==> config.mk <==
export PLATFORM = sky130hd
export DESIGN_NAME = tfe_back
export DESIGN_NICKNAME = d
export VERILOG_FILES = /design/src/rtl/tfe_pkg.sv /design/src/rtl/tfe_back.sv
export SDC_FILE = /design/constraint.sdc
export NUM_CORES = 2
export LEC_CHECK = 0
export ABC_AREA = 1
export BUFFER_PORTS_ARGS = -buffer_cell sky130_fd_sc_hd__clkbuf_2
export CAP_MARGIN = 20
export CORE_ASPECT_RATIO = 0.7
export CORE_MARGIN = 2
export CORE_UTILIZATION = 28
export CTS_BUF_LIST = sky130_fd_sc_hd__clkbuf_8
export DETAILED_ROUTE_END_ITERATION = 16
export PLACE_DENSITY_LB_ADDON = 0.1
export SYNTH_ARGS = -nofsm -noshare
export SYNTH_HDL_FRONTEND = slang
export SYNTH_SLANG_ARGS = --single-unit
==> constraint.sdc <==
create_clock -name i_clk -period 37.8 [get_ports i_clk]
set_input_delay 7.56 -clock i_clk [delete_from_list [all_inputs] [get_ports i_clk]]
set_output_delay 7.56 -clock i_clk [all_outputs]
set_load 0.1 [all_outputs]
==> src/rtl/tfe_pkg.sv <==
`timescale 1ns / 1ps
`default_nettype none

package tfe_pkg;

    localparam int unsigned AmtW       = 64;
    localparam int unsigned BpW        = 16;
    localparam int unsigned LenW       = 16;
    localparam int unsigned ByteW      = 8;

    localparam int unsigned ExtStart   = 166;
    localparam int unsigned PreW       = $clog2(ExtStart + 1);
    localparam int unsigned FeeExtType = 1;
    localparam int unsigned FeeMinLen  = 108;
    localparam int unsigned MaxFeeOfs  = 98;
    localparam int unsigned BpOfs      = 106;

    localparam int unsigned Divisor    = 10000;
    localparam int unsigned DivW       = $clog2(Divisor);
    localparam int unsigned QuotW      = AmtW - (DivW - 1);
    localparam int unsigned HiW        = QuotW + BpW;
    localparam int unsigned SumW       = HiW + 1;
    localparam int unsigned LoProdW    = DivW + BpW;
    localparam int unsigned RecipShift = LoProdW + DivW;
    localparam int unsigned RecipW     = RecipShift - DivW + 1;
    localparam int unsigned RecipProdW = LoProdW + RecipW;
    localparam logic [63:0] RecipMul64 =
        ((64'd1 << RecipShift) + 64'(Divisor) - 64'd1) / 64'(Divisor);
    localparam logic [RecipW-1:0] RecipMul = RecipMul64[RecipW-1:0];

    localparam int unsigned DigW       = 16;
    localparam int unsigned NumDig     = AmtW / DigW;
    localparam int unsigned DigCntW    = $clog2(NumDig);
    localparam int unsigned DigDivW    = DivW + DigW;
    localparam int unsigned DigProdW   = DigDivW + RecipW;

    localparam int unsigned QDepth     = 4;
    localparam int unsigned QAw        = $clog2(QDepth);

    localparam int unsigned OutDataW   = BpW + AmtW + AmtW;

    typedef struct packed {
        logic             found;
        logic [BpW-1:0]   bp;
        logic [AmtW-1:0]  max_fee;
    } t_fee_rec;

    typedef struct packed {
        logic [QuotW-1:0] quot;
        logic [DivW-1:0]  rem;
    } t_amt_split;

endpackage

`default_nettype wire

==> src/rtl/tfe_back.sv <==
`timescale 1ns / 1ps
`default_nettype none

module tfe_back (
    input  wire logic                          i_clk,
    input  wire logic                          i_rst_n,
    input  tfe_pkg::t_amt_split                i_split,
    input  tfe_pkg::t_fee_rec                  i_rec,
    input  wire logic                          i_empty,
    output logic                               o_pop,
    output logic                               o_valid,
    input  wire logic                          i_ready,
    output logic [tfe_pkg::OutDataW-1:0]       o_data,
    output logic                               o_found
);

    logic                               adv;

    logic                               r_v1;
    logic [tfe_pkg::HiW-1:0]            r_hi1;
    logic [tfe_pkg::LoProdW-1:0]        r_plo1;
    tfe_pkg::t_fee_rec                  r_rec1;

    logic                               r_v2;
    logic [tfe_pkg::HiW-1:0]            r_hi2;
    logic [tfe_pkg::BpW-1:0]            r_lo2;
    tfe_pkg::t_fee_rec                  r_rec2;

    logic                               r_ov;
    tfe_pkg::t_fee_rec                  r_orec;
    logic [tfe_pkg::AmtW-1:0]           r_est;

    logic [tfe_pkg::RecipProdW-1:0]     recip_prod;
    logic [tfe_pkg::SumW-1:0]           sum;
    logic [tfe_pkg::AmtW-1:0]           est;

    assign adv   = !r_ov || i_ready;
    assign o_pop = adv && !i_empty;

    // floor(r*bp/10000) by reciprocal multiply
    assign recip_prod = tfe_pkg::RecipProdW'(r_plo1) *
                        tfe_pkg::RecipProdW'(tfe_pkg::RecipMul);
    assign sum = tfe_pkg::SumW'(r_hi2) + tfe_pkg::SumW'(r_lo2);
    assign est = (sum > tfe_pkg::SumW'(r_rec2.max_fee)) ? r_rec2.max_fee
                                                       : sum[tfe_pkg::AmtW-1:0];

    always_ff @(posedge i_clk) begin
        if (adv) begin
            r_hi1  <= tfe_pkg::HiW'(i_split.quot) * tfe_pkg::HiW'(i_rec.bp);
            r_plo1 <= tfe_pkg::LoProdW'(i_split.rem) * tfe_pkg::LoProdW'(i_rec.bp);
            r_rec1 <= i_rec;
            r_hi2  <= r_hi1;
            r_lo2  <= recip_prod[tfe_pkg::RecipShift +: tfe_pkg::BpW];
            r_rec2 <= r_rec1;
            r_orec <= r_rec2;
            r_est  <= est;
        end
    end

    always_ff @(posedge i_clk) begin
        if (!i_rst_n) begin
            r_v1 <= 1'b0;
            r_v2 <= 1'b0;
            r_ov <= 1'b0;
        end else if (adv) begin
            r_v1 <= !i_empty;
            r_v2 <= r_v1;
            r_ov <= r_v2;
        end
    end

    assign o_valid = r_ov;
    assign o_found = r_orec.found;
    assign o_data  = {r_est, r_orec.max_fee, r_orec.bp};

endmodule

`default_nettype wire
==> results.ini <==
[timing]
post-route-period-util_pct = 42.7
relSlewSlack_pct = 26.7
worst_pin_slew_ps = 1100
finalSetupViolCount = 0
rsz0062_at_grt = false
slew_violations = 0
max_freq_mhz = 61.9
fin_crit_ps = 16160
fin_worst_skew_ps = 57.3
hold_viol_final = 0
setup_tns_ps = 0

[die]
fp.dieW_microns = 608
ioPinCount = 297
initial_utilization_pct = 28.1
fp-row-count = 155
die_y_microns = 427
dieArea_sq_um = 259000
core-area_sq_um = 254000

[detailed_routing]
routed_via_density = 4.47
wl_microns = 241000
drc = 0
first_iter_violations = 3578
vias = 51400
antenna_left = 0
avgRoutedWirePerCell_microns = 20.9
dr.pass1.iters = 5

[yosys]
synth_nets = 9942
synth-seq-cells = 490
synthCells = 7889
syn_area_sq_um = 71400
synth_warnings = 0
ys_types = 51
syn_area_per_cell_sq_um = 9.06
seq_area_frac_synth_pct = 20.6

[cts]
numCtsBuffers = 89
cts-resized-gates = 0
htreeDepth = 3
cts_tree = done
clockBufferDepth = 3
postCtsSetupRepairBufs = 0
path_clk_slew_ps = 60
cts.sinks = 490
ctsHoldBuffers = 0
root_buffer = clkbuf_8
worstSkewPairLatency_ps = 790

[worst_setup_path]
crit_fanout = 5
r2r_slack_ps = 30070
cp_data_required_time_ps = 30240
cp.arrival_ps = 8600
end_kind = primary output
criticalPathCategory = primary input to primary output
r2r-start = r_plo1[6]$_DFFE_PN_
r2r_end = r_lo2[13]$_DFFE_PN_
start_kind = primary input
ff2ff_path_depth = 20

[cells_and_area]
final_cell_mix = inv_1 (2144), nand2_1 (1783), fa_1 (1259)
syn_to_final_growth_pct = 9.22
nFillCells = 26900
multiInputGateArea_sq_um = 47600
drive_gt1_share_pct = 6.98
nets = 10100
layout.area.seq_sq_um = 14700
final_common_cell = inv_1

[hold_path]
hold_depth = 0
min_from = r_hi1[14]$_DFFE_PN_
hold_path_class = flop to flop
hold_end = r_hi2[14]$_DFFE_PN_

[grt]
antenna_found_initial = 30
grt_pass1_wl_microns = 364000
grt_max_degree = 174
grt_overflow = 0
grt_pass1_vias = 54700
grtUsageTotal_pct = 18.8

[placement]
dp_hpwl_microns = 199000
portBuffers = 296
gp_congestion = 0.919

[job]
cap_violations = 0

[run_status]
status = completed

==> synth_stat cells (all sizes together) <==
master | instances | area share, %
o31ai | 2 | 0.021
nand4 | 41 | 0.37
nor3b | 2 | 0.021
or2 | 8 | 0.070
nand3 | 202 | 1.9
dfxtp | 3 | 0.084
a31oi | 19 | 0.17
edfxtp | 487 | 20
o311ai | 1 | 0.012
clkbuf | 231 | 1.2
fa | 1259 | 35
a21oi | 232 | 1.6
o211a | 1 | 0.014
inv | 2130 | 11
buf | 33 | 0.40
a21o | 28 | 0.29
xnor2 | 51 | 0.63
ha | 644 | 11
and2 | 1 | 0.0088
o2111ai | 1 | 0.012
o211ai | 4 | 0.042
nor2 | 329 | 1.8
a211oi | 1 | 0.011
nor4 | 19 | 0.17
o22ai | 1 | 0.0088
xor2 | 113 | 1.4
nand2 | 1800 | 9.5
nor3 | 45 | 0.34
o21a | 21 | 0.22
nand3b | 10 | 0.14
clkinv | 3 | 0.016
o21bai | 22 | 0.23
and3 | 3 | 0.026
a21boi | 9 | 0.095
o21ai | 133 | 0.93
==> how the worst max path moves through the flow <==
stage                     slack, ps                   to     from
after floorplan               19910  o_data[0]$_DFFE_PN_  i_ready
after global placement        21610                o_pop  i_ready
after detailed placement      21630                o_pop  i_ready
after CTS                     21630                o_pop  i_ready
after global routing          21530                o_pop  i_ready
final                         21640                o_pop  i_ready
==> worst max-delay path: stages <==
cell	delay [ps]
clkbuf_2	80
nor2_1	430
nor2_1	130
clkbuf_2	400
==> flip-flops by register name, summed over array words and instances, names as in the netlist <==
| register | count |
|---|---|
| o_data | 80 |
| o_found | 1 |
| o_valid | 1 |
| r_est | 64 |
| r_hi1 | 67 |
| r_hi2 | 67 |
| r_lo2 | 16 |
| r_plo1 | 30 |
| r_rec1 | 81 |
| r_rec2 | 81 |
| r_v1 | 1 |
| r_v2 | 1 |
==> metal layers <==
layer | up-vias | track usage [%] | routed length [microns]
met5 | - | 0 | 60
met4 | 10 | 2.30 | 2790
met3 | 158 | 3.05 | 14800
met2 | 1295 | 25.6 | 91300
met1 | 26200 | 31.1 | 132000
li1 | 23800 | - | -
==> kinds of logic (layout without fill, tap and decap cells) <==
kind of cell	after synthesis	count (layout)	share of synthesized area [%]
simple gates	2460	2460	14.4
buf+inv	2397	2622	12.8
fa+ha+maj	1903	1903	46.6
flops	490	490	20.6
compound gates	475	475	3.68
xor+xnor	164	164	2.01
other cells	0	13	0
==> through the flow <==
stage | hold slack, ps | setup WS [ps] | cell area, sq um | util [%] | instances
after global routing | 398 | 21530 | 78000 | 30.7 | 11500
after global placement | 401 | 21610 | 76300 | 30.0 | 11300
after detailed placement | 405 | 21630 | 76300 | 30.0 | 11300
final | 386 | 21640 | 78000 | 30.7 | 11500
after CTS | 379 | 21630 | 78000 | 30.7 | 11500
after floorplan | 400 | 19910 | 71400 | - | 7889
==> final cells by class <==
class	count	share of cell area [%]
clock inverters	66	0.574
inverters	2133	10.3
repair buffers	331	2.25
clock buffers	92	1.62
flip-flops and latches	490	18.8
diodes	13	0.0417
multi-input cells	5002	61.0
well taps	3375	5.41
Power is left out: the tool's default activity adds up to more than one toggle a clock period on the data nets, which glitch-free logic cannot reach.
