[src/rtl/tfe_pkg.sv]
`timescale 1ns / 1ps
`default_nettype none

package tfe_pkg;

    localparam int unsigned AmtW       = 64;
    localparam int unsigned BpW        = 16;
    localparam int unsigned LenW       = 16;
    localparam int unsigned ByteW      = 8;

    localparam int unsigned ExtStart   = 166;
    localparam int unsigned PreW       = $clog2(ExtStart + 1);
    localparam int unsigned FeeExtType = 1;
    localparam int unsigned FeeMinLen  = 108;
    localparam int unsigned MaxFeeOfs  = 98;
    localparam int unsigned BpOfs      = 106;

    localparam int unsigned Divisor    = 10000;
    localparam int unsigned DivW       = $clog2(Divisor);
    localparam int unsigned QuotW      = AmtW - (DivW - 1);
    localparam int unsigned HiW        = QuotW + BpW;
    localparam int unsigned SumW       = HiW + 1;
    localparam int unsigned LoProdW    = DivW + BpW;
    localparam int unsigned RecipShift = LoProdW + DivW;
    localparam int unsigned RecipW     = RecipShift - DivW + 1;
    localparam int unsigned RecipProdW = LoProdW + RecipW;
    localparam logic [63:0] RecipMul64 =
        ((64'd1 << RecipShift) + 64'(Divisor) - 64'd1) / 64'(Divisor);
    localparam logic [RecipW-1:0] RecipMul = RecipMul64[RecipW-1:0];

    localparam int unsigned DigW       = 16;
    localparam int unsigned NumDig     = AmtW / DigW;
    localparam int unsigned DigCntW    = $clog2(NumDig);
    localparam int unsigned DigDivW    = DivW + DigW;
    localparam int unsigned DigProdW   = DigDivW + RecipW;

    localparam int unsigned QDepth     = 4;
    localparam int unsigned QAw        = $clog2(QDepth);

    localparam int unsigned OutDataW   = BpW + AmtW + AmtW;

    typedef struct packed {
        logic             found;
        logic [BpW-1:0]   bp;
        logic [AmtW-1:0]  max_fee;
    } t_fee_rec;

    typedef struct packed {
        logic [QuotW-1:0] quot;
        logic [DivW-1:0]  rem;
    } t_amt_split;

endpackage

`default_nettype wire

[src/rtl/tfe_queue.sv]
`timescale 1ns / 1ps
`default_nettype none

module tfe_queue (
    input  wire logic              i_clk,
    input  wire logic              i_rst_n,
    input  wire logic              i_push,
    input  tfe_pkg::t_fee_rec      i_rec,
    input  wire logic              i_pop,
    output tfe_pkg::t_fee_rec      o_rec,
    output logic                   o_empty,
    output logic                   o_full
);

    tfe_pkg::t_fee_rec          r_mem [tfe_pkg::QDepth];
    logic [tfe_pkg::QAw:0]      r_wp;
    logic [tfe_pkg::QAw:0]      r_rp;

    assign o_empty = (r_wp == r_rp);
    assign o_full  = (r_wp[tfe_pkg::QAw] != r_rp[tfe_pkg::QAw]) &&
                     (r_wp[tfe_pkg::QAw-1:0] == r_rp[tfe_pkg::QAw-1:0]);
    assign o_rec   = r_mem[r_rp[tfe_pkg::QAw-1:0]];

    always_ff @(posedge i_clk) begin
        if (i_push) begin
            r_mem[r_wp[tfe_pkg::QAw-1:0]] <= i_rec;
        end
    end

    always_ff @(posedge i_clk) begin
        if (!i_rst_n) begin
            r_wp <= '0;
            r_rp <= '0;
        end else begin
            if (i_push) begin
                r_wp <= r_wp + 1'b1;
            end
            if (i_pop) begin
                r_rp <= r_rp + 1'b1;
            end
        end
    end

endmodule

`default_nettype wire

[config.mk]
export PLATFORM = sky130hd
export DESIGN_NAME = tfe_queue
export DESIGN_NICKNAME = d
export VERILOG_FILES = /design/src/rtl/tfe_pkg.sv /design/src/rtl/tfe_queue.sv
export SDC_FILE = /design/constraint.sdc
export NUM_CORES = 1
export LEC_CHECK = 0
export BUFFER_PORTS_ARGS = -buffer_cell sky130_fd_sc_hd__buf_2
export CORE_MARGIN = 8
export CORE_UTILIZATION = 30
export DETAILED_ROUTE_END_ITERATION = 7
export PLACE_DENSITY = 0.43
export SYNTH_ARGS = -nofsm -noshare
export SYNTH_HDL_FRONTEND = slang
export SYNTH_SLANG_ARGS = --single-unit
[constraint.sdc]
create_clock -name i_clk -period 4.5 [get_ports i_clk]
set_clock_uncertainty 0.2 [all_clocks]
set_input_delay 0.9 -clock i_clk [delete_from_list [all_inputs] [get_ports i_clk]]
set_output_delay 0.9 -clock i_clk [all_outputs]
set_load 0.05 [all_outputs]
==> impl_summary.log <==
[metrics] floorplan die height: 217 µm
[metrics] Worst Path Arrival: 2.36 ns
[metrics] root buffer selected by CTS: sky130_fd_sc_hd__clkbuf_16
[metrics] vias per cell: between 4 and 5
[metrics] clock share of power: a little under two fifths
[metrics] area of the die: between 40,000 and 50,000 µm²
[metrics] global-route congestion overflow total: 0
[metrics] final worst path period need: between 3 and 4 ns
[metrics] average wire per standard cell: 21.3 µm
[metrics] number of ports placed on the die boundary: 168
[metrics] initial antenna violation count: 4
[metrics] combinational family with the most area after synthesis: multiplexers
[metrics] total of max-cap violations: 0
[metrics] final count of negative-setup-slack endpoints: 0
[metrics] count of port buffers added during placement: about 170
[metrics] clock sink total: 332
[metrics] proportion of synthesized flip-flops having asynchronous set or reset: 0%
[metrics] overall power after layout: approximately 7.4 mW
[metrics] Slew headroom: between 40% and 50%
[metrics] post-cts resize count: 0
[metrics] largest voltage drop on the vdd net: 248 µV
[metrics] Post-synth top cells: sky130_fd_sc_hd__edfxtp_1, sky130_fd_sc_hd__mux4_2, sky130_fd_sc_hd__buf_12, sky130_fd_sc_hd__buf_2, sky130_fd_sc_hd__dfxtp_1
[metrics] weighted congestion reported at the end of routability-driven placement: about 0.67
[metrics] largest area contributor in the netlist: sky130_fd_sc_hd__edfxtp_1
[metrics] power density cells: 505 nW/µm²
[metrics] crit-path max FO: 35
[metrics] Distinct cells, synth: 19
[metrics] H-Tree Depth: 2
[metrics] 1st-pass router iterations: 4
[metrics] remaining number of nets flagged by the antenna check after routing: 0
[metrics] DP Wirelength: 15.4 mm
[metrics] global-route wire length before repair: 38.6 mm
[metrics] sum of negative setup slack: 0 ns
[metrics] Total Routed Length: approximately 26 mm
[metrics] transition time of the tightest slew-check pin: 0.753 ns
[metrics] register clock-pin slew on the reported worst setup and hold paths: approximately 0.050 ns
[metrics] hold buffers post-CTS: 0
[metrics] Synthesis Warnings: 0
[metrics] fillcell total: approximately 3,600
[metrics] Worst Hold Margin: 0.377 ns
[metrics] required time of the critical path: ~3.4 ns
[metrics] Hold Vio Cnt, Final: 0
[metrics] multiplexer share of the synthesized area: between 15 and 20%
[metrics] part of the total power dissipated in combinational logic: 13.4%
[metrics] Critical Path Sink Type: primary output
[metrics] Horiz. Die Dim: 217 µm
[metrics] number of buffers between clock root and the deepest sink: 3
[metrics] remaining routing DRC violations: 0
[metrics] vias after detailed routing: 5,441
[metrics] gate count of the mapped netlist: 464
[metrics] worst min-delay path category: reg2reg
[metrics] share of the synthesized area in the top cell type: between 70% and 80%
[metrics] number of enable-type register cells in the synthesized netlist: 324
[metrics] switching share of power: between 20 and 30%
[metrics] number of setup buffers added after CTS: 0
[metrics] number of core rows: between 70 and 80
[metrics] number of nets produced by synthesis: around 550
[metrics] most instantiated flip-flop cell in the synthesis netlist: sky130_fd_sc_hd__edfxtp_1
[metrics] register area share after synthesis: just over 80%
[metrics] sw power: approximately 1.9 mW
[metrics] Post-Synth XOR/XNOR Area: less than 1%
[metrics] setup slack of the critical path after layout: about 1.0 ns
[metrics] clock latency on the worst-skew pair: roughly 0.53 ns
[metrics] global-route usage over all layers: ~11%
[metrics] number of synthesized register bits: roughly 330
[metrics] clock tree from TritonCTS: built
[metrics] average size of a mapped cell: ~26 µm²
[metrics] setup repair after global routing missed its margin: no
[metrics] DRC violation total after the first TritonRoute iteration: roughly 260
[metrics] most numerous cell in the Yosys netlist: sky130_fd_sc_hd__edfxtp_1
[metrics] initial core utilization: 30.5%
[metrics] leakage component of the power: approximately 4.9 nW
[metrics] max frequency: between 0.2 and 0.3 GHz
[metrics] nets@finish: 750
[metrics] Final Max Slew Viols: 0
[metrics] Post-Synth Adder-Cell Area: less than 1%
[metrics] run status: completed
[metrics] largest net degree at the start of global routing: 50
[metrics] type of origin of the critical path: flop
[metrics] biggest area contributors in the synthesized netlist: sky130_fd_sc_hd__edfxtp_1, sky130_fd_sc_hd__mux4_2, sky130_fd_sc_hd__buf_12
[metrics] Cell Area, Synth: around 12,000 µm²
[metrics] Power Internal: between 5 and 6 mW
[metrics] core footprint: between 30,000 and 40,000 µm²
[metrics] vias in the first global route: 6,196
[metrics] number of buffers added by the clock tree synthesis step: 39
[metrics] critical path class: reg2out
[metrics] complex-gate fraction of the synthesized area: less than 1%
[metrics] fraction of layout cells with a size suffix above 1: between 40 and 50%
[metrics] sequential fraction of design power: around 48%
[metrics] synthesized-area fraction occupied by and/or/nand/nor cells: less than 1%
[metrics] share of the clock period used by the worst path after layout: 76.9%
[metrics] Placement Setup Slack: around 1.5 ns
[metrics] area delta synth->final: 21.3%
cells by family after synthesis:
logic type / after synthesis
AND/OR/NAND/NOR: 13
multiplexers: 83
buffers and inverters: 22
flip-flops: 332
XOR/XNOR: 5
adder cells (fa/ha/maj): 5
AO/OA/AOI/OAI: 4
per-stage QoR:
| step | cell area, µm² | std cells | utilization, % |
|---|---|---|---|
| global placement | 13600 | 1144 | 34.0 |
| global route | 14800 | 1211 | 37.0 |
| CTS | 14800 | 1211 | 37.0 |
| floorplan | 12200 | 464 | - |
| finish | 14800 | 1213 | 37.0 |
| detailed placement | 13600 | 1144 | 34.0 |
worst max-delay path: stages (launching register included):
cell and delay (ns):
sky130_fd_sc_hd__dfxtp_4 0.36, sky130_fd_sc_hd__buf_4 0.58, sky130_fd_sc_hd__mux4_2 0.61, sky130_fd_sc_hd__buf_2 0.23
layout by cell type, fill, tap and decap left out, drive strengths merged:
master / instances
a21oi: 2
clkinv: 17
mux4: 81
nor3: 1
buf: 174
nor2: 5
bufinv: 1
nand3b: 2
xnor2: 3
and2: 4
xor2: 2
edfxtp: 324
clkbuf: 48
dfxtp: 8
a21bo: 2
diode: 2
nor3b: 1
mux2i: 2
ha: 5
inv: 4
layout make-up:
| cell class | instances | area [µm²] | area share, % |
|---|---|---|---|
| multi-input cells | 110 | 2060 | 14.0 |
| well taps | 525 | 657 | 4.45 |
| clock buffers | 48 | 1050 | 7.13 |
| diodes | 2 | 5.00 | 0.0339 |
| flip-flops and latches | 332 | 9900 | 67.1 |
| repair buffers | 174 | 963 | 6.53 |
| inverters | 3 | 11.3 | 0.0763 |
| clock inverters | 19 | 111 | 0.754 |
sequential cells by signal, summed over array words and instances, names as in the netlist, named ones only:
name / count
r_mem: 324
r_wp: 3
r_rp: 3
worst paths after layout:
path                              start            to  slack (ns)  cells past startpoint
worst min register to register  r_rp[1]          flop        0.38                      2
worst min-delay path            r_rp[1]          flop        0.38                      2
worst max register to register  r_wp[0]  r_mem[3][79]        2.23                      3
worst max-delay path               flop     o_rec[10]        1.04                      3
per-layer routing:
metal / vias to the layer above / GRT usage (%) / routed length [µm]
li1: 2394 / - / -
met1: 2848 / 13.3 / 10700
met2: 147 / 17.9 / 12700
met3: 48 / 3.56 / 1690
met4: 4 / 4.26 / 643
met5: - / 0 / 20
power groups by stage:
stage / Sequential, mW / Clock, mW / Combinational [mW]
6_report: 3.60 / 2.85 / 1.00
3_3_place_gp: 3.65 / 0 / 1.02
4_1_cts: 3.60 / 2.96 / 1.03
5_1_grt: 3.61 / 3.06 / 1.06
3_5_place_dp: 3.66 / 0 / 1.03
2_1_floorplan: 3.64 / 0 / 0.774
Power figures use the tool's default switching activity.
