## src/rtl/tfe_pkg.sv

```systemverilog
`timescale 1ns / 1ps
`default_nettype none

package tfe_pkg;

    localparam int unsigned AmtW       = 64;
    localparam int unsigned BpW        = 16;
    localparam int unsigned LenW       = 16;
    localparam int unsigned ByteW      = 8;

    localparam int unsigned ExtStart   = 166;
    localparam int unsigned PreW       = $clog2(ExtStart + 1);
    localparam int unsigned FeeExtType = 1;
    localparam int unsigned FeeMinLen  = 108;
    localparam int unsigned MaxFeeOfs  = 98;
    localparam int unsigned BpOfs      = 106;

    localparam int unsigned Divisor    = 10000;
    localparam int unsigned DivW       = $clog2(Divisor);
    localparam int unsigned QuotW      = AmtW - (DivW - 1);
    localparam int unsigned HiW        = QuotW + BpW;
    localparam int unsigned SumW       = HiW + 1;
    localparam int unsigned LoProdW    = DivW + BpW;
    localparam int unsigned RecipShift = LoProdW + DivW;
    localparam int unsigned RecipW     = RecipShift - DivW + 1;
    localparam int unsigned RecipProdW = LoProdW + RecipW;
    localparam logic [63:0] RecipMul64 =
        ((64'd1 << RecipShift) + 64'(Divisor) - 64'd1) / 64'(Divisor);
    localparam logic [RecipW-1:0] RecipMul = RecipMul64[RecipW-1:0];

    localparam int unsigned DigW       = 16;
    localparam int unsigned NumDig     = AmtW / DigW;
    localparam int unsigned DigCntW    = $clog2(NumDig);
    localparam int unsigned DigDivW    = DivW + DigW;
    localparam int unsigned DigProdW   = DigDivW + RecipW;

    localparam int unsigned QDepth     = 4;
    localparam int unsigned QAw        = $clog2(QDepth);

    localparam int unsigned OutDataW   = BpW + AmtW + AmtW;

    typedef struct packed {
        logic             found;
        logic [BpW-1:0]   bp;
        logic [AmtW-1:0]  max_fee;
    } t_fee_rec;

    typedef struct packed {
        logic [QuotW-1:0] quot;
        logic [DivW-1:0]  rem;
    } t_amt_split;

endpackage

`default_nettype wire

```

## src/rtl/tfe_div.sv

```systemverilog
`timescale 1ns / 1ps
`default_nettype none

module tfe_div (
    input  wire logic                     i_clk,
    input  wire logic                     i_rst_n,
    input  wire logic                     i_wr,
    input  wire logic [tfe_pkg::AmtW-1:0] i_amount,
    output logic                          o_busy,
    output tfe_pkg::t_amt_split           o_split
);

    logic                           r_busy;
    logic                           r_ph;
    logic [tfe_pkg::DigCntW-1:0]    r_cnt;
    logic [tfe_pkg::AmtW-1:0]       r_acc;
    logic [tfe_pkg::QuotW-1:0]      r_quot;
    logic [tfe_pkg::DivW-1:0]       r_rem;
    logic [tfe_pkg::DigW-1:0]       r_dig;

    logic [tfe_pkg::DigDivW-1:0]    part;
    logic [tfe_pkg::DigProdW-1:0]   part_prod;
    logic [tfe_pkg::DigDivW-1:0]    part_rem;

    // long division by 10000, one 16-bit digit at a time by reciprocal multiply
    assign part      = {r_rem, r_acc[tfe_pkg::AmtW-1 -: tfe_pkg::DigW]};
    assign part_prod = tfe_pkg::DigProdW'(part) * tfe_pkg::DigProdW'(tfe_pkg::RecipMul);
    assign part_rem  = part - tfe_pkg::DigDivW'(r_dig) *
                              tfe_pkg::DigDivW'(tfe_pkg::Divisor);

    assign o_busy        = r_busy;
    assign o_split.quot  = r_quot;
    assign o_split.rem   = r_rem;

    always_ff @(posedge i_clk) begin
        if (!i_rst_n) begin
            r_busy <= 1'b0;
            r_ph   <= 1'b0;
            r_cnt  <= '0;
            r_acc  <= '0;
            r_quot <= '0;
            r_rem  <= '0;
            r_dig  <= '0;
        end else if (i_wr) begin
            r_busy <= 1'b1;
            r_ph   <= 1'b0;
            r_cnt  <= '0;
            r_acc  <= i_amount;
            r_quot <= '0;
            r_rem  <= '0;
        end else if (r_busy) begin
            if (!r_ph) begin
                r_dig <= part_prod[tfe_pkg::RecipShift +: tfe_pkg::DigW];
                r_ph  <= 1'b1;
            end else begin
                r_rem  <= part_rem[tfe_pkg::DivW-1:0];
                r_quot <= {r_quot[tfe_pkg::QuotW-tfe_pkg::DigW-1:0], r_dig};
                r_acc  <= r_acc << tfe_pkg::DigW;
                r_ph   <= 1'b0;
                r_cnt  <= r_cnt + 1'b1;
                if (r_cnt == tfe_pkg::DigCntW'(tfe_pkg::NumDig - 1)) begin
                    r_busy <= 1'b0;
                end
            end
        end
    end

endmodule

`default_nettype wire

```

## config.mk

```make
export PLATFORM = sky130hd
export DESIGN_NAME = tfe_div
export DESIGN_NICKNAME = d
export VERILOG_FILES = /design/src/rtl/tfe_pkg.sv /design/src/rtl/tfe_div.sv
export SDC_FILE = /design/constraint.sdc
export NUM_CORES = 1
export LEC_CHECK = 0
export ABC_AREA = 1
export BUFFER_PORTS_ARGS = -buffer_cell sky130_fd_sc_hd__buf_2
export CORE_MARGIN = 8
export CORE_UTILIZATION = 58
export CTS_BUF_LIST = sky130_fd_sc_hd__clkbuf_4 sky130_fd_sc_hd__clkbuf_8 sky130_fd_sc_hd__clkbuf_16
export DETAILED_ROUTE_END_ITERATION = 10
export PLACE_DENSITY = 0.76
export SYNTH_ARGS = -nofsm -noshare
export SYNTH_HDL_FRONTEND = slang
export SYNTH_SLANG_ARGS = --single-unit
```

## constraint.sdc

```tcl
create_clock -name i_clk -period 6.9 [get_ports i_clk]
set_input_delay 0.69 -clock i_clk [delete_from_list [all_inputs] [get_ports i_clk]]
set_output_delay 0.69 -clock i_clk [all_outputs]
set_load 0.01 [all_outputs]
```

==> results.py <==
metrics = {
    "outcome": {
        "status": "finished clean",
    },
    "setup_path": {
        "path_max_fanout": 9,
        "crit_type": "flip-flop to flip-flop",
        "cp_data_required_time_ns": 7.25,
        "endpoint_kind": "flip-flop",
        "crit_path_start_kind": "flip-flop",
        "arrival_ns": 6.98,
    },
    "clock_tree": {
        "clockBufferDepth": 2,
        "cts_setup_buffers": 0,
        "cts-root-buf": "clkbuf_16",
        "clkSinkCount": 149,
        "htreeDepth": 4,
        "tritoncts": "done",
        "clkTransAtPathRegs_ns": 0.07,
        "cts_buffers": 17,
        "clk_latency_ns": 0.46,
    },
    "cells_and_area": {
        "area.growth.synth_to_final_pct": 9.40,
        "drive_gt1_share_pct": 8.35,
        "nets": 3997,
        "post_layout_nonfiller_instances": 3717,
    },
    "yosys": {
        "syn_area_mm2": 0.0244,
        "syn_avg_cell_area_um2": 8.13,
        "synth_ff_type": "dfxtp_1",
        "ys_ff_latch": 149,
        "synth_cell_type_count": 37,
        "synthCells": 2996,
        "synth-seq-area-share_pct": 12.2,
        "yosysWarnings": 0,
        "synth_nets": 3833,
        "synth_edf_count": 0,
        "async_flop_share_pct": 0,
    },
    "timing": {
        "worst_slew_pin_slew_ns": 0.885,
        "fin_crit_sh_pct": 96.1,
        "report.final.hold_viol_count": 0,
        "max_freq_mhz": 151,
        "tns_ns": 0,
        "finalSetupViolations": 0,
        "relSlewSlack_pct": 41.0,
        "clock_skew_ns": 0.0152,
        "rsz0062_at_grt": "no",
        "min_period_ns": 6.63,
        "drv_slew": 0,
    },
    "power": {
        "peakVddDrop_mv": 0.274,
        "p_leak_nw": 15.1,
        "power_density_mw_per_mm2": 231,
    },
    "drt": {
        "viasPerCell": 5.35,
        "drc": 0,
        "wl_per_cell_um": 21.5,
        "postRouteAntennaNets": 0,
        "firstDrtPassIters": 7,
        "wirelength_um": 79800,
        "first_iter_violations": 1612,
        "vias": 19900,
    },
    "placement": {
        "gp_congestion": 1.01,
        "hpwlAfterDp_um": 70800,
        "place_inst": 3680,
        "numPortBuffers": 132,
    },
    "floorplanning": {
        "rows": 75,
        "die_y_um": 221,
        "top_level_ports": 133,
        "initial_core_util_pct": 58.4,
        "die_w_um": 221,
        "core_region_area_mm2": 0.0418,
        "dieArea_mm2": 0.0488,
    },
    "min_path": {
        "hp-class": "flip-flop to flip-flop",
    },
    "global_routing": {
        "grt_usage_pct": 33.3,
        "grt_pass1_vias": 21200,
        "grt_pass1_wl_um": 124000,
        "grt_max_degree": 82,
        "gr-total-overflow": 0,
        "antenna_found_initial": 3,
    },
    "run": {
        "cap_violations": 0,
    },
}
cell type report:
| type | count | area, um2 |
|---|---|---|
| Multi-Input combinational cell | 1964 | 18100 |
| Clock inverter | 15 | 190 |
| Clock buffer | 17 | 425 |
| Timing Repair Buffer | 199 | 1160 |
| Inverter | 829 | 3110 |
| Tap cell | 539 | 674 |
| Fill cell | 3693 | 15100 |
| Sequential cell | 149 | 2990 |
| Antenna cell | 5 | 12.5 |
stage by stage:
step                      setup WS [ns]  instance area, um2  util, %  hold slack (ns)  power [W]
final                             0.271               26700     63.9            0.462    0.00617
after global routing            0.00112               26700     63.8            0.479    0.00677
after CTS                         0.189               26600     63.8            0.464    0.00616
after detailed placement          0.216               26000     62.3            0.453    0.00509
after global placement            0.210               26000     62.3            0.444    0.00505
after floorplan                   0.806               24400        -            0.430    0.00372
path summary, 6_finish.rpt:
path | slack [ns] | startpoint | cells past startpoint | end
max | 0.27 | r_acc[55]$_SDFFE_PN0P_ | 25 | r_dig[13]$_SDFFE_PN0P_
min | 0.46 | r_quot[41]$_SDFFE_PP0P_ | 2 | r_quot[41]$_SDFFE_PP0P_
max reg2reg | 0.27 | r_acc[55]$_SDFFE_PN0P_ | 25 | r_dig[13]$_SDFFE_PN0P_
min reg2reg | 0.46 | r_quot[41]$_SDFFE_PP0P_ | 2 | r_quot[41]$_SDFFE_PP0P_
cells in the final DEF, fill, tap and decap left out, drive strengths merged, types with 3 or more instances in the layout:
cell / n
nand2: 589
and2: 5
clkinv: 5
a21oi: 117
inv: 835
nor3: 16
xnor2: 8
a211oi: 3
fa: 415
a31oi: 49
o21ai: 75
diode: 5
nand4: 8
dfxtp: 149
bufinv: 3
ha: 355
xor2: 13
buf: 199
o21bai: 8
nand3: 113
nor2: 175
nand3b: 4
clkbuf: 17
where the power goes:
group          switching [W]  internal [W]  leakage, nW
registers          0.0000335      0.000891         1.22
logic                0.00276       0.00145         13.6
clock network       0.000450      0.000581        0.305
registers in the layout, summed over array words and instances, names as in the netlist:
register / count
o_busy: 1
r_cnt: 2
r_ph: 1
r_dig: 16
r_acc: 64
r_quot: 51
r_rem: 14
cell families (layout without fill, tap and decap cells):
group,count (synthesis),after routing,share of synthesized area [%]
and+or+nand+nor,916,916,15.4
buffers and inverters,883,1060,13.6
adders and majority gates,770,770,52.3
AOI/OAI and AO/OA,257,257,5.70
DFF,149,149,12.2
xor gates and xnor gates,21,21,0.755
other,0,5,0
timing repair:
| item | CTS | global route |
|---|---|---|
| hold buffers | 0 | 0 |
| gates resized for setup | 0 | 8 |
| setup endpoints to repair | 0 | 9 |
synthesized netlist by cell type (all sizes together) (13+ instances only):
master | n | share of area, %
nand2 | 589 | 9.1
ha | 355 | 18
dfxtp | 149 | 12
xor2 | 13 | 0.47
clkbuf | 41 | 0.63
inv | 827 | 13
nor2 | 175 | 2.8
a31oi | 49 | 1.3
o21ai | 75 | 1.5
buf | 13 | 0.23
a21oi | 117 | 2.4
nand3 | 113 | 2.3
nor3 | 16 | 0.44
fa | 415 | 34
routing by layer:
metal | wire, um | share of wire [%] | global-route usage [%]
met4 | 4500 | 5.6 | 16.2
met5 | 0 | 0 | 0
met2 | 36600 | 46 | 54.4
met1 | 33300 | 42 | 42.7
met3 | 5420 | 6.8 | 5.79
worst max-delay path: stages (launching register included):
cell	delay, ns
dfxtp_1	0.36
buf_4	0.31
ha_2	0.35
inv_1	0.10
fa_1	0.48
inv_1	0.06
fa_1	0.49
fa_1	0.60
fa_1	0.46
fa_1	0.51
fa_1	0.57
inv_1	0.08
fa_1	0.50
inv_1	0.04
ha_1	0.29
nand2_1	0.13
nor2_1	0.27
nand2_1	0.18
nor2_1	0.12
nand2_1	0.08
nand3_1	0.13
nand2_1	0.09
nand4_1	0.08
nand3_1	0.09
nand2_1	0.10
inv_1	0.04
Power figures use the tool's default switching activity.
