===== config.mk =====
export PLATFORM = sky130hd
export DESIGN_NAME = tfe_front
export DESIGN_NICKNAME = d
export VERILOG_FILES = /design/src/rtl/tfe_pkg.sv /design/src/rtl/tfe_front.sv
export SDC_FILE = /design/constraint.sdc
export NUM_CORES = 1
export LEC_CHECK = 0
export ABC_AREA = 1
export BUFFER_PORTS_ARGS = -buffer_cell sky130_fd_sc_hd__buf_2
export CAP_MARGIN = 20
export CORE_UTILIZATION = 40
export DETAILED_ROUTE_END_ITERATION = 6
export PLACE_DENSITY = 0.54
export SETUP_SLACK_MARGIN = 0.1
export SLEW_MARGIN = 20
export SYNTH_ARGS = -nofsm -noshare
export SYNTH_HDL_FRONTEND = slang
export SYNTH_SLANG_ARGS = --single-unit

===== constraint.sdc =====
create_clock -name i_clk -period 7.66 [get_ports i_clk]
set_input_delay 0 -clock i_clk [delete_from_list [all_inputs] [get_ports i_clk]]
set_output_delay 0 -clock i_clk [all_outputs]
set_load 0.02 [all_outputs]

===== src/rtl/tfe_pkg.sv =====
`timescale 1ns / 1ps
`default_nettype none

package tfe_pkg;

    localparam int unsigned AmtW       = 64;
    localparam int unsigned BpW        = 16;
    localparam int unsigned LenW       = 16;
    localparam int unsigned ByteW      = 8;

    localparam int unsigned ExtStart   = 166;
    localparam int unsigned PreW       = $clog2(ExtStart + 1);
    localparam int unsigned FeeExtType = 1;
    localparam int unsigned FeeMinLen  = 108;
    localparam int unsigned MaxFeeOfs  = 98;
    localparam int unsigned BpOfs      = 106;

    localparam int unsigned Divisor    = 10000;
    localparam int unsigned DivW       = $clog2(Divisor);
    localparam int unsigned QuotW      = AmtW - (DivW - 1);
    localparam int unsigned HiW        = QuotW + BpW;
    localparam int unsigned SumW       = HiW + 1;
    localparam int unsigned LoProdW    = DivW + BpW;
    localparam int unsigned RecipShift = LoProdW + DivW;
    localparam int unsigned RecipW     = RecipShift - DivW + 1;
    localparam int unsigned RecipProdW = LoProdW + RecipW;
    localparam logic [63:0] RecipMul64 =
        ((64'd1 << RecipShift) + 64'(Divisor) - 64'd1) / 64'(Divisor);
    localparam logic [RecipW-1:0] RecipMul = RecipMul64[RecipW-1:0];

    localparam int unsigned DigW       = 16;
    localparam int unsigned NumDig     = AmtW / DigW;
    localparam int unsigned DigCntW    = $clog2(NumDig);
    localparam int unsigned DigDivW    = DivW + DigW;
    localparam int unsigned DigProdW   = DigDivW + RecipW;

    localparam int unsigned QDepth     = 4;
    localparam int unsigned QAw        = $clog2(QDepth);

    localparam int unsigned OutDataW   = BpW + AmtW + AmtW;

    typedef struct packed {
        logic             found;
        logic [BpW-1:0]   bp;
        logic [AmtW-1:0]  max_fee;
    } t_fee_rec;

    typedef struct packed {
        logic [QuotW-1:0] quot;
        logic [DivW-1:0]  rem;
    } t_amt_split;

endpackage

`default_nettype wire


===== src/rtl/tfe_front.sv =====
`timescale 1ns / 1ps
`default_nettype none

module tfe_front (
    input  wire logic                     i_clk,
    input  wire logic                     i_rst_n,
    input  wire logic                     i_beat,
    input  wire logic [tfe_pkg::ByteW-1:0] i_byte,
    input  wire logic                     i_last,
    output logic                          o_push,
    output tfe_pkg::t_fee_rec             o_rec
);

    typedef enum logic [2:0] {
        PH_PRE  = 3'b001,
        PH_HDR  = 3'b010,
        PH_BODY = 3'b100
    } t_phase;

    t_phase                         r_phase, n_phase;
    logic [tfe_pkg::PreW-1:0]       r_pre,   n_pre;
    logic [23:0]                    r_hdr,   n_hdr;
    logic [tfe_pkg::LenW-1:0]       r_off,   n_off;
    logic [tfe_pkg::LenW-1:0]       r_len,   n_len;
    logic                           r_qual,  n_qual;
    logic [tfe_pkg::BpW-1:0]        r_bp,    n_bp;
    logic [tfe_pkg::AmtW-1:0]       r_max,   n_max;
    logic                           r_done,  n_done;

    logic [tfe_pkg::LenW-1:0]       hdr_type;
    logic [tfe_pkg::LenW-1:0]       hdr_len;
    logic [tfe_pkg::LenW-1:0]       off_inc;
    logic [tfe_pkg::LenW-1:0]       fee_idx;

    assign hdr_type = r_hdr[15:0];
    assign hdr_len  = {i_byte, r_hdr[23:16]};
    assign off_inc  = r_off + 1'b1;
    assign fee_idx  = r_off - tfe_pkg::LenW'(tfe_pkg::MaxFeeOfs);

    always_comb begin
        n_phase = r_phase;
        n_pre   = r_pre;
        n_hdr   = r_hdr;
        n_off   = r_off;
        n_len   = r_len;
        n_qual  = r_qual;
        n_bp    = r_bp;
        n_max   = r_max;
        n_done  = r_done;
        o_push  = 1'b0;
        o_rec   = '0;

        if (i_beat && !r_done) begin
            unique case (r_phase)
                PH_PRE: begin
                    n_pre = r_pre + 1'b1;
                    if (n_pre == tfe_pkg::PreW'(tfe_pkg::ExtStart)) begin
                        n_phase = PH_HDR;
                        n_off   = '0;
                    end
                end
                PH_HDR: begin
                    case (r_off[1:0])
                        2'd0: n_hdr[7:0]   = i_byte;
                        2'd1: n_hdr[15:8]  = i_byte;
                        2'd2: n_hdr[23:16] = i_byte;
                        default: begin
                            n_off  = '0;
                            n_len  = hdr_len;
                            n_qual = (hdr_type == tfe_pkg::LenW'(tfe_pkg::FeeExtType)) &&
                                     (hdr_len >= tfe_pkg::LenW'(tfe_pkg::FeeMinLen));
                            if (n_qual) begin
                                n_bp  = '0;
                                n_max = '0;
                            end
                            n_phase = (hdr_len == '0) ? PH_HDR : PH_BODY;
                        end
                    endcase
                    if (r_off[1:0] != 2'd3) begin
                        n_off = off_inc;
                    end
                end
                PH_BODY: begin
                    if (r_qual) begin
                        if (r_off >= tfe_pkg::LenW'(tfe_pkg::MaxFeeOfs) &&
                            r_off <  tfe_pkg::LenW'(tfe_pkg::MaxFeeOfs + 8)) begin
                            n_max[fee_idx[2:0]*8 +: 8] = i_byte;
                        end else if (r_off == tfe_pkg::LenW'(tfe_pkg::BpOfs)) begin
                            n_bp[7:0] = i_byte;
                        end else if (r_off == tfe_pkg::LenW'(tfe_pkg::BpOfs + 1)) begin
                            n_bp[15:8] = i_byte;
                        end
                    end
                    n_off = off_inc;
                    if (off_inc == r_len) begin
                        if (r_qual) begin
                            n_done = 1'b1;
                        end else begin
                            n_phase = PH_HDR;
                            n_off   = '0;
                        end
                    end
                end
                default: n_phase = PH_PRE;
            endcase
        end

        if (i_beat && i_last) begin
            o_push        = 1'b1;
            o_rec.found   = n_done && (n_bp != '0);
            o_rec.bp      = o_rec.found ? n_bp  : '0;
            o_rec.max_fee = o_rec.found ? n_max : '0;
            n_phase = PH_PRE;
            n_pre   = '0;
            n_off   = '0;
            n_len   = '0;
            n_qual  = 1'b0;
            n_bp    = '0;
            n_max   = '0;
            n_done  = 1'b0;
        end
    end

    always_ff @(posedge i_clk) begin
        if (!i_rst_n) begin
            r_phase <= PH_PRE;
            r_pre   <= '0;
            r_hdr   <= '0;
            r_off   <= '0;
            r_len   <= '0;
            r_qual  <= 1'b0;
            r_bp    <= '0;
            r_max   <= '0;
            r_done  <= 1'b0;
        end else begin
            r_phase <= n_phase;
            r_pre   <= n_pre;
            r_hdr   <= n_hdr;
            r_off   <= n_off;
            r_len   <= n_len;
            r_qual  <= n_qual;
            r_bp    <= n_bp;
            r_max   <= n_max;
            r_done  <= n_done;
        end
    end

    a_done_in_body: assert property (@(posedge i_clk) disable iff (!i_rst_n)
        r_done |-> (r_phase == PH_BODY) && r_qual)
        else $error("search ended outside a qualifying body");

    a_pre_clean: assert property (@(posedge i_clk) disable iff (!i_rst_n)
        (r_phase == PH_PRE) |-> !r_qual && (r_off == '0) && !r_done)
        else $error("preamble with stale record state");

    a_clear_after_last: assert property (@(posedge i_clk) disable iff (!i_rst_n)
        o_push |=> (r_phase == PH_PRE) && !r_done && (r_pre == '0))
        else $error("record state not cleared after last beat");

endmodule

`default_nettype wire


==> results.toml <==
[worst_setup_path]
worstPathArrival_ns = 4.91
setup.worst_path.end_class = "primary output"
cp-start-kind = "register"
critPathBufInv = 3
cp_common_cell = "nand2_1"
slowest_stage = "dfxtp_1"
cp.depth = 18
worst_ep_required_time_ns = 7.66
critPathMaxStageDelay_ns = 0.90
cp_top_family = "simple AND/OR/NAND/NOR gates"
crit_path_cell_trace = "inv_1 > ha_1 > nor2_1 > nand3_1 > nand4_1 > nand3_2 > nand2_1 > nand3_2 > nand2_1 > nand2_1 > nor2_1 > nand2_1 > nor2_1 > nand2_1 > nand2_2 > buf_4 > nor2_1 > buf_2"
crit_fanout = 81
rr_worst_depth = 11
crit_type = "reg -> out"

[clock_tree]
cts-root-buf = "clkbuf_16"
cts_tree = "yes"
clockBufferDepth = 2
ctsResizeCount = 0
htreeDepth = 4
hold_buffers = 7
cts_sinks = 149
path_clk_slew_ns = 0.06
cts_buffers = 17
clk_latency_ns = 0.43
cts_setup_buffers = 0

[grt]
grt.overflow.total = 0
antenna_found_initial = 0
grt_pass1_vias = 8189
grt_max_degree = 82
grt_pass1_wl_um = 44300
track_usage_pct = 25.9

[drt]
wire_per_inst_um = 16.2
firstDrtPassIters = 5
viasPerCell = 5.17
vias = 8864
dr.first_iter.drc_count = 716
ant_nets = 0
drcViolationCount = 0
drt-total-wl_um = 27800

[sta]
timing.final.crit_share_pct = 64.1
hold_viol_final = 0
max_freq_ghz = 0.204
post-route-min-period_ns = 4.91
drv_slew = 0
tightest_slew_ns = 0.883
skew_ns = 0.0177
fin_setup_tns_ns = 0
grt_setup_unrepaired = "no"
slew_headroom_pct = 41.0
finalSetupViolations = 0

[placed_design]
placement.io_buffers = 93
dp_hpwl_um = 19400
dpl.cell_count = 1674
place.gp.congestion = 0.883

[worst_hold_path]
hp-class = "in -> reg"
min_path_cells = 3

[floorplan]
floorplan.initialDensity_pct = 40.8
die_h_um = 148
dieWidth_um = 148
die_area_mm2 = 0.0221
io_pins = 94
core_area_mm2 = 0.0210
row_count = 53

[synthesis]
yosysMostFrequentCell = "nor2_1"
synth_cells = 1353
synth.yosys.warnings = 0
synthTopCellsByArea = "dfxtp_1 35%, nor2_1 12%, nand2_1 11%"
synth.cell_area_mm2 = 0.00858
synth-edff-count = 0
synth-seq-area-share_pct = 34.7
ys_ff_latch = 149
avgSynthCellArea_um2 = 6.34
ys.flop_type = "dfxtp_1"
synth.top_cell.area_share_pct = 34.7
synthTopCellsByCount = "271 x nor2_1, 244 x nand2_1, 178 x inv_1, 149 x dfxtp_1, 91 x a21oi_1"
syn_nets = 1379
yosysTopAreaCell = "dfxtp_1"
async_reset_ff_share_pct = 0
yosysUniqueCellTypes = 47

[cells_and_area]
nFillCells = 2261
nets = 1451
syn_to_final_growth_pct = 14.6
layout-drive-gt1-share_pct = 11.8
fin_cells = 1713
antenna_cells = 0

[power_and_ir_drop]
powerDensity_mw_per_mm2 = 169
p_leak_nw = 3.99
vdd_drop_max_uv = 116

[run_status]
status = "finished, final reports clean"

[flow_run]
maxCapViolations = 0
[through the flow]
step	utilization (%)	area, µm²	worst slack (ns)	hold WS, ns	total power, W
CTS	46.8	9830	2.78	0.0139	0.00168
global route	46.8	9830	2.39	0.00538	0.00172
floorplan	-	8580	4.71	0.138	0.000842
finish	46.8	9830	2.75	0.0109	0.00166
global placement	43.8	9210	3.33	0.364	0.000871
detailed placement	43.8	9210	3.25	0.371	0.000871
[final timing paths]
check	endpoint	slack [ns]	start
max reg2reg	r_max[28]	3.49	r_off[0]
max	o_rec[40]	2.75	r_off[0]
min reg2reg	r_hdr[13]	0.45	r_hdr[13]
min	r_hdr[8]	0.01	i_byte[0]
[final cells by class]
| type | instances | area (µm²) | area share [%] |
|---|---|---|---|
| clock inverter | 13 | 113 | 1.15 |
| timing repair buffer | 109 | 603 | 6.13 |
| tap | 275 | 344 | 3.50 |
| multi-input combinational | 957 | 4630 | 47.1 |
| clock buffer | 19 | 443 | 4.50 |
| sequential | 149 | 2980 | 30.3 |
| inverter | 191 | 717 | 7.29 |
[layout by cell type (no fill, tap or decap), types with 7 or more instances in the layout]
| master | n |
|---|---|
| nand3_1 | 85 |
| nand4_1 | 28 |
| a31oi_1 | 11 |
| o21ai_0 | 86 |
| xor2_1 | 8 |
| buf_4 | 9 |
| o21ai_1 | 8 |
| inv_2 | 10 |
| dfxtp_1 | 149 |
| a21oi_1 | 91 |
| clkbuf_16 | 17 |
| nor2_1 | 271 |
| o211ai_1 | 11 |
| inv_1 | 178 |
| dlygate4sd3_1 | 7 |
| nor2_2 | 7 |
| buf_2 | 93 |
| ha_1 | 14 |
| nor3_1 | 22 |
| nand2_1 | 244 |
[worst min-delay path: stages]
cell and delay, ns:
buf_2 0.21, nand3_1 0.12, a21oi_1 0.06
[logic make-up after synthesis]
kind of cell	Yosys count	share of synthesized area, %
flip-flops	149	34.7
adder cells (fa/ha/maj)	14	2.04
XOR/XNOR	12	1.56
buffers and inverters	247	11.4
AO/OA/AOI/OAI	244	16.0
AND/OR/NAND/NOR	687	34.3
[per-layer routing]
| layer | track usage, % | up-vias | wire (µm) |
|---|---|---|---|
| met4 | 8.20 | 0 | 604 |
| met3 | 3.68 | 40 | 1280 |
| li1 | - | 4512 | - |
| met1 | 35.0 | 4062 | 13100 |
| met2 | 42.5 | 250 | 12900 |
| met5 | 0 | - | 0 |
[power breakdown]
group	internal, W	switching [W]	total (W)
Sequential	0.000779	0.00000430	0.000784
Clock	0.000433	0.000374	0.000807
Combinational	0.0000165	0.0000563	0.0000728
Total	0.00123	0.000434	0.00166
[state kept, by name, indices dropped and copies added (netlist names)]
register	cells
r_off	16
r_qual	1
r_bp	16
r_len	16
r_max	64
r_hdr	24
r_pre	8
r_done	1
r_phase	3
No activity file was read; power rests on OpenSTA's default activity.
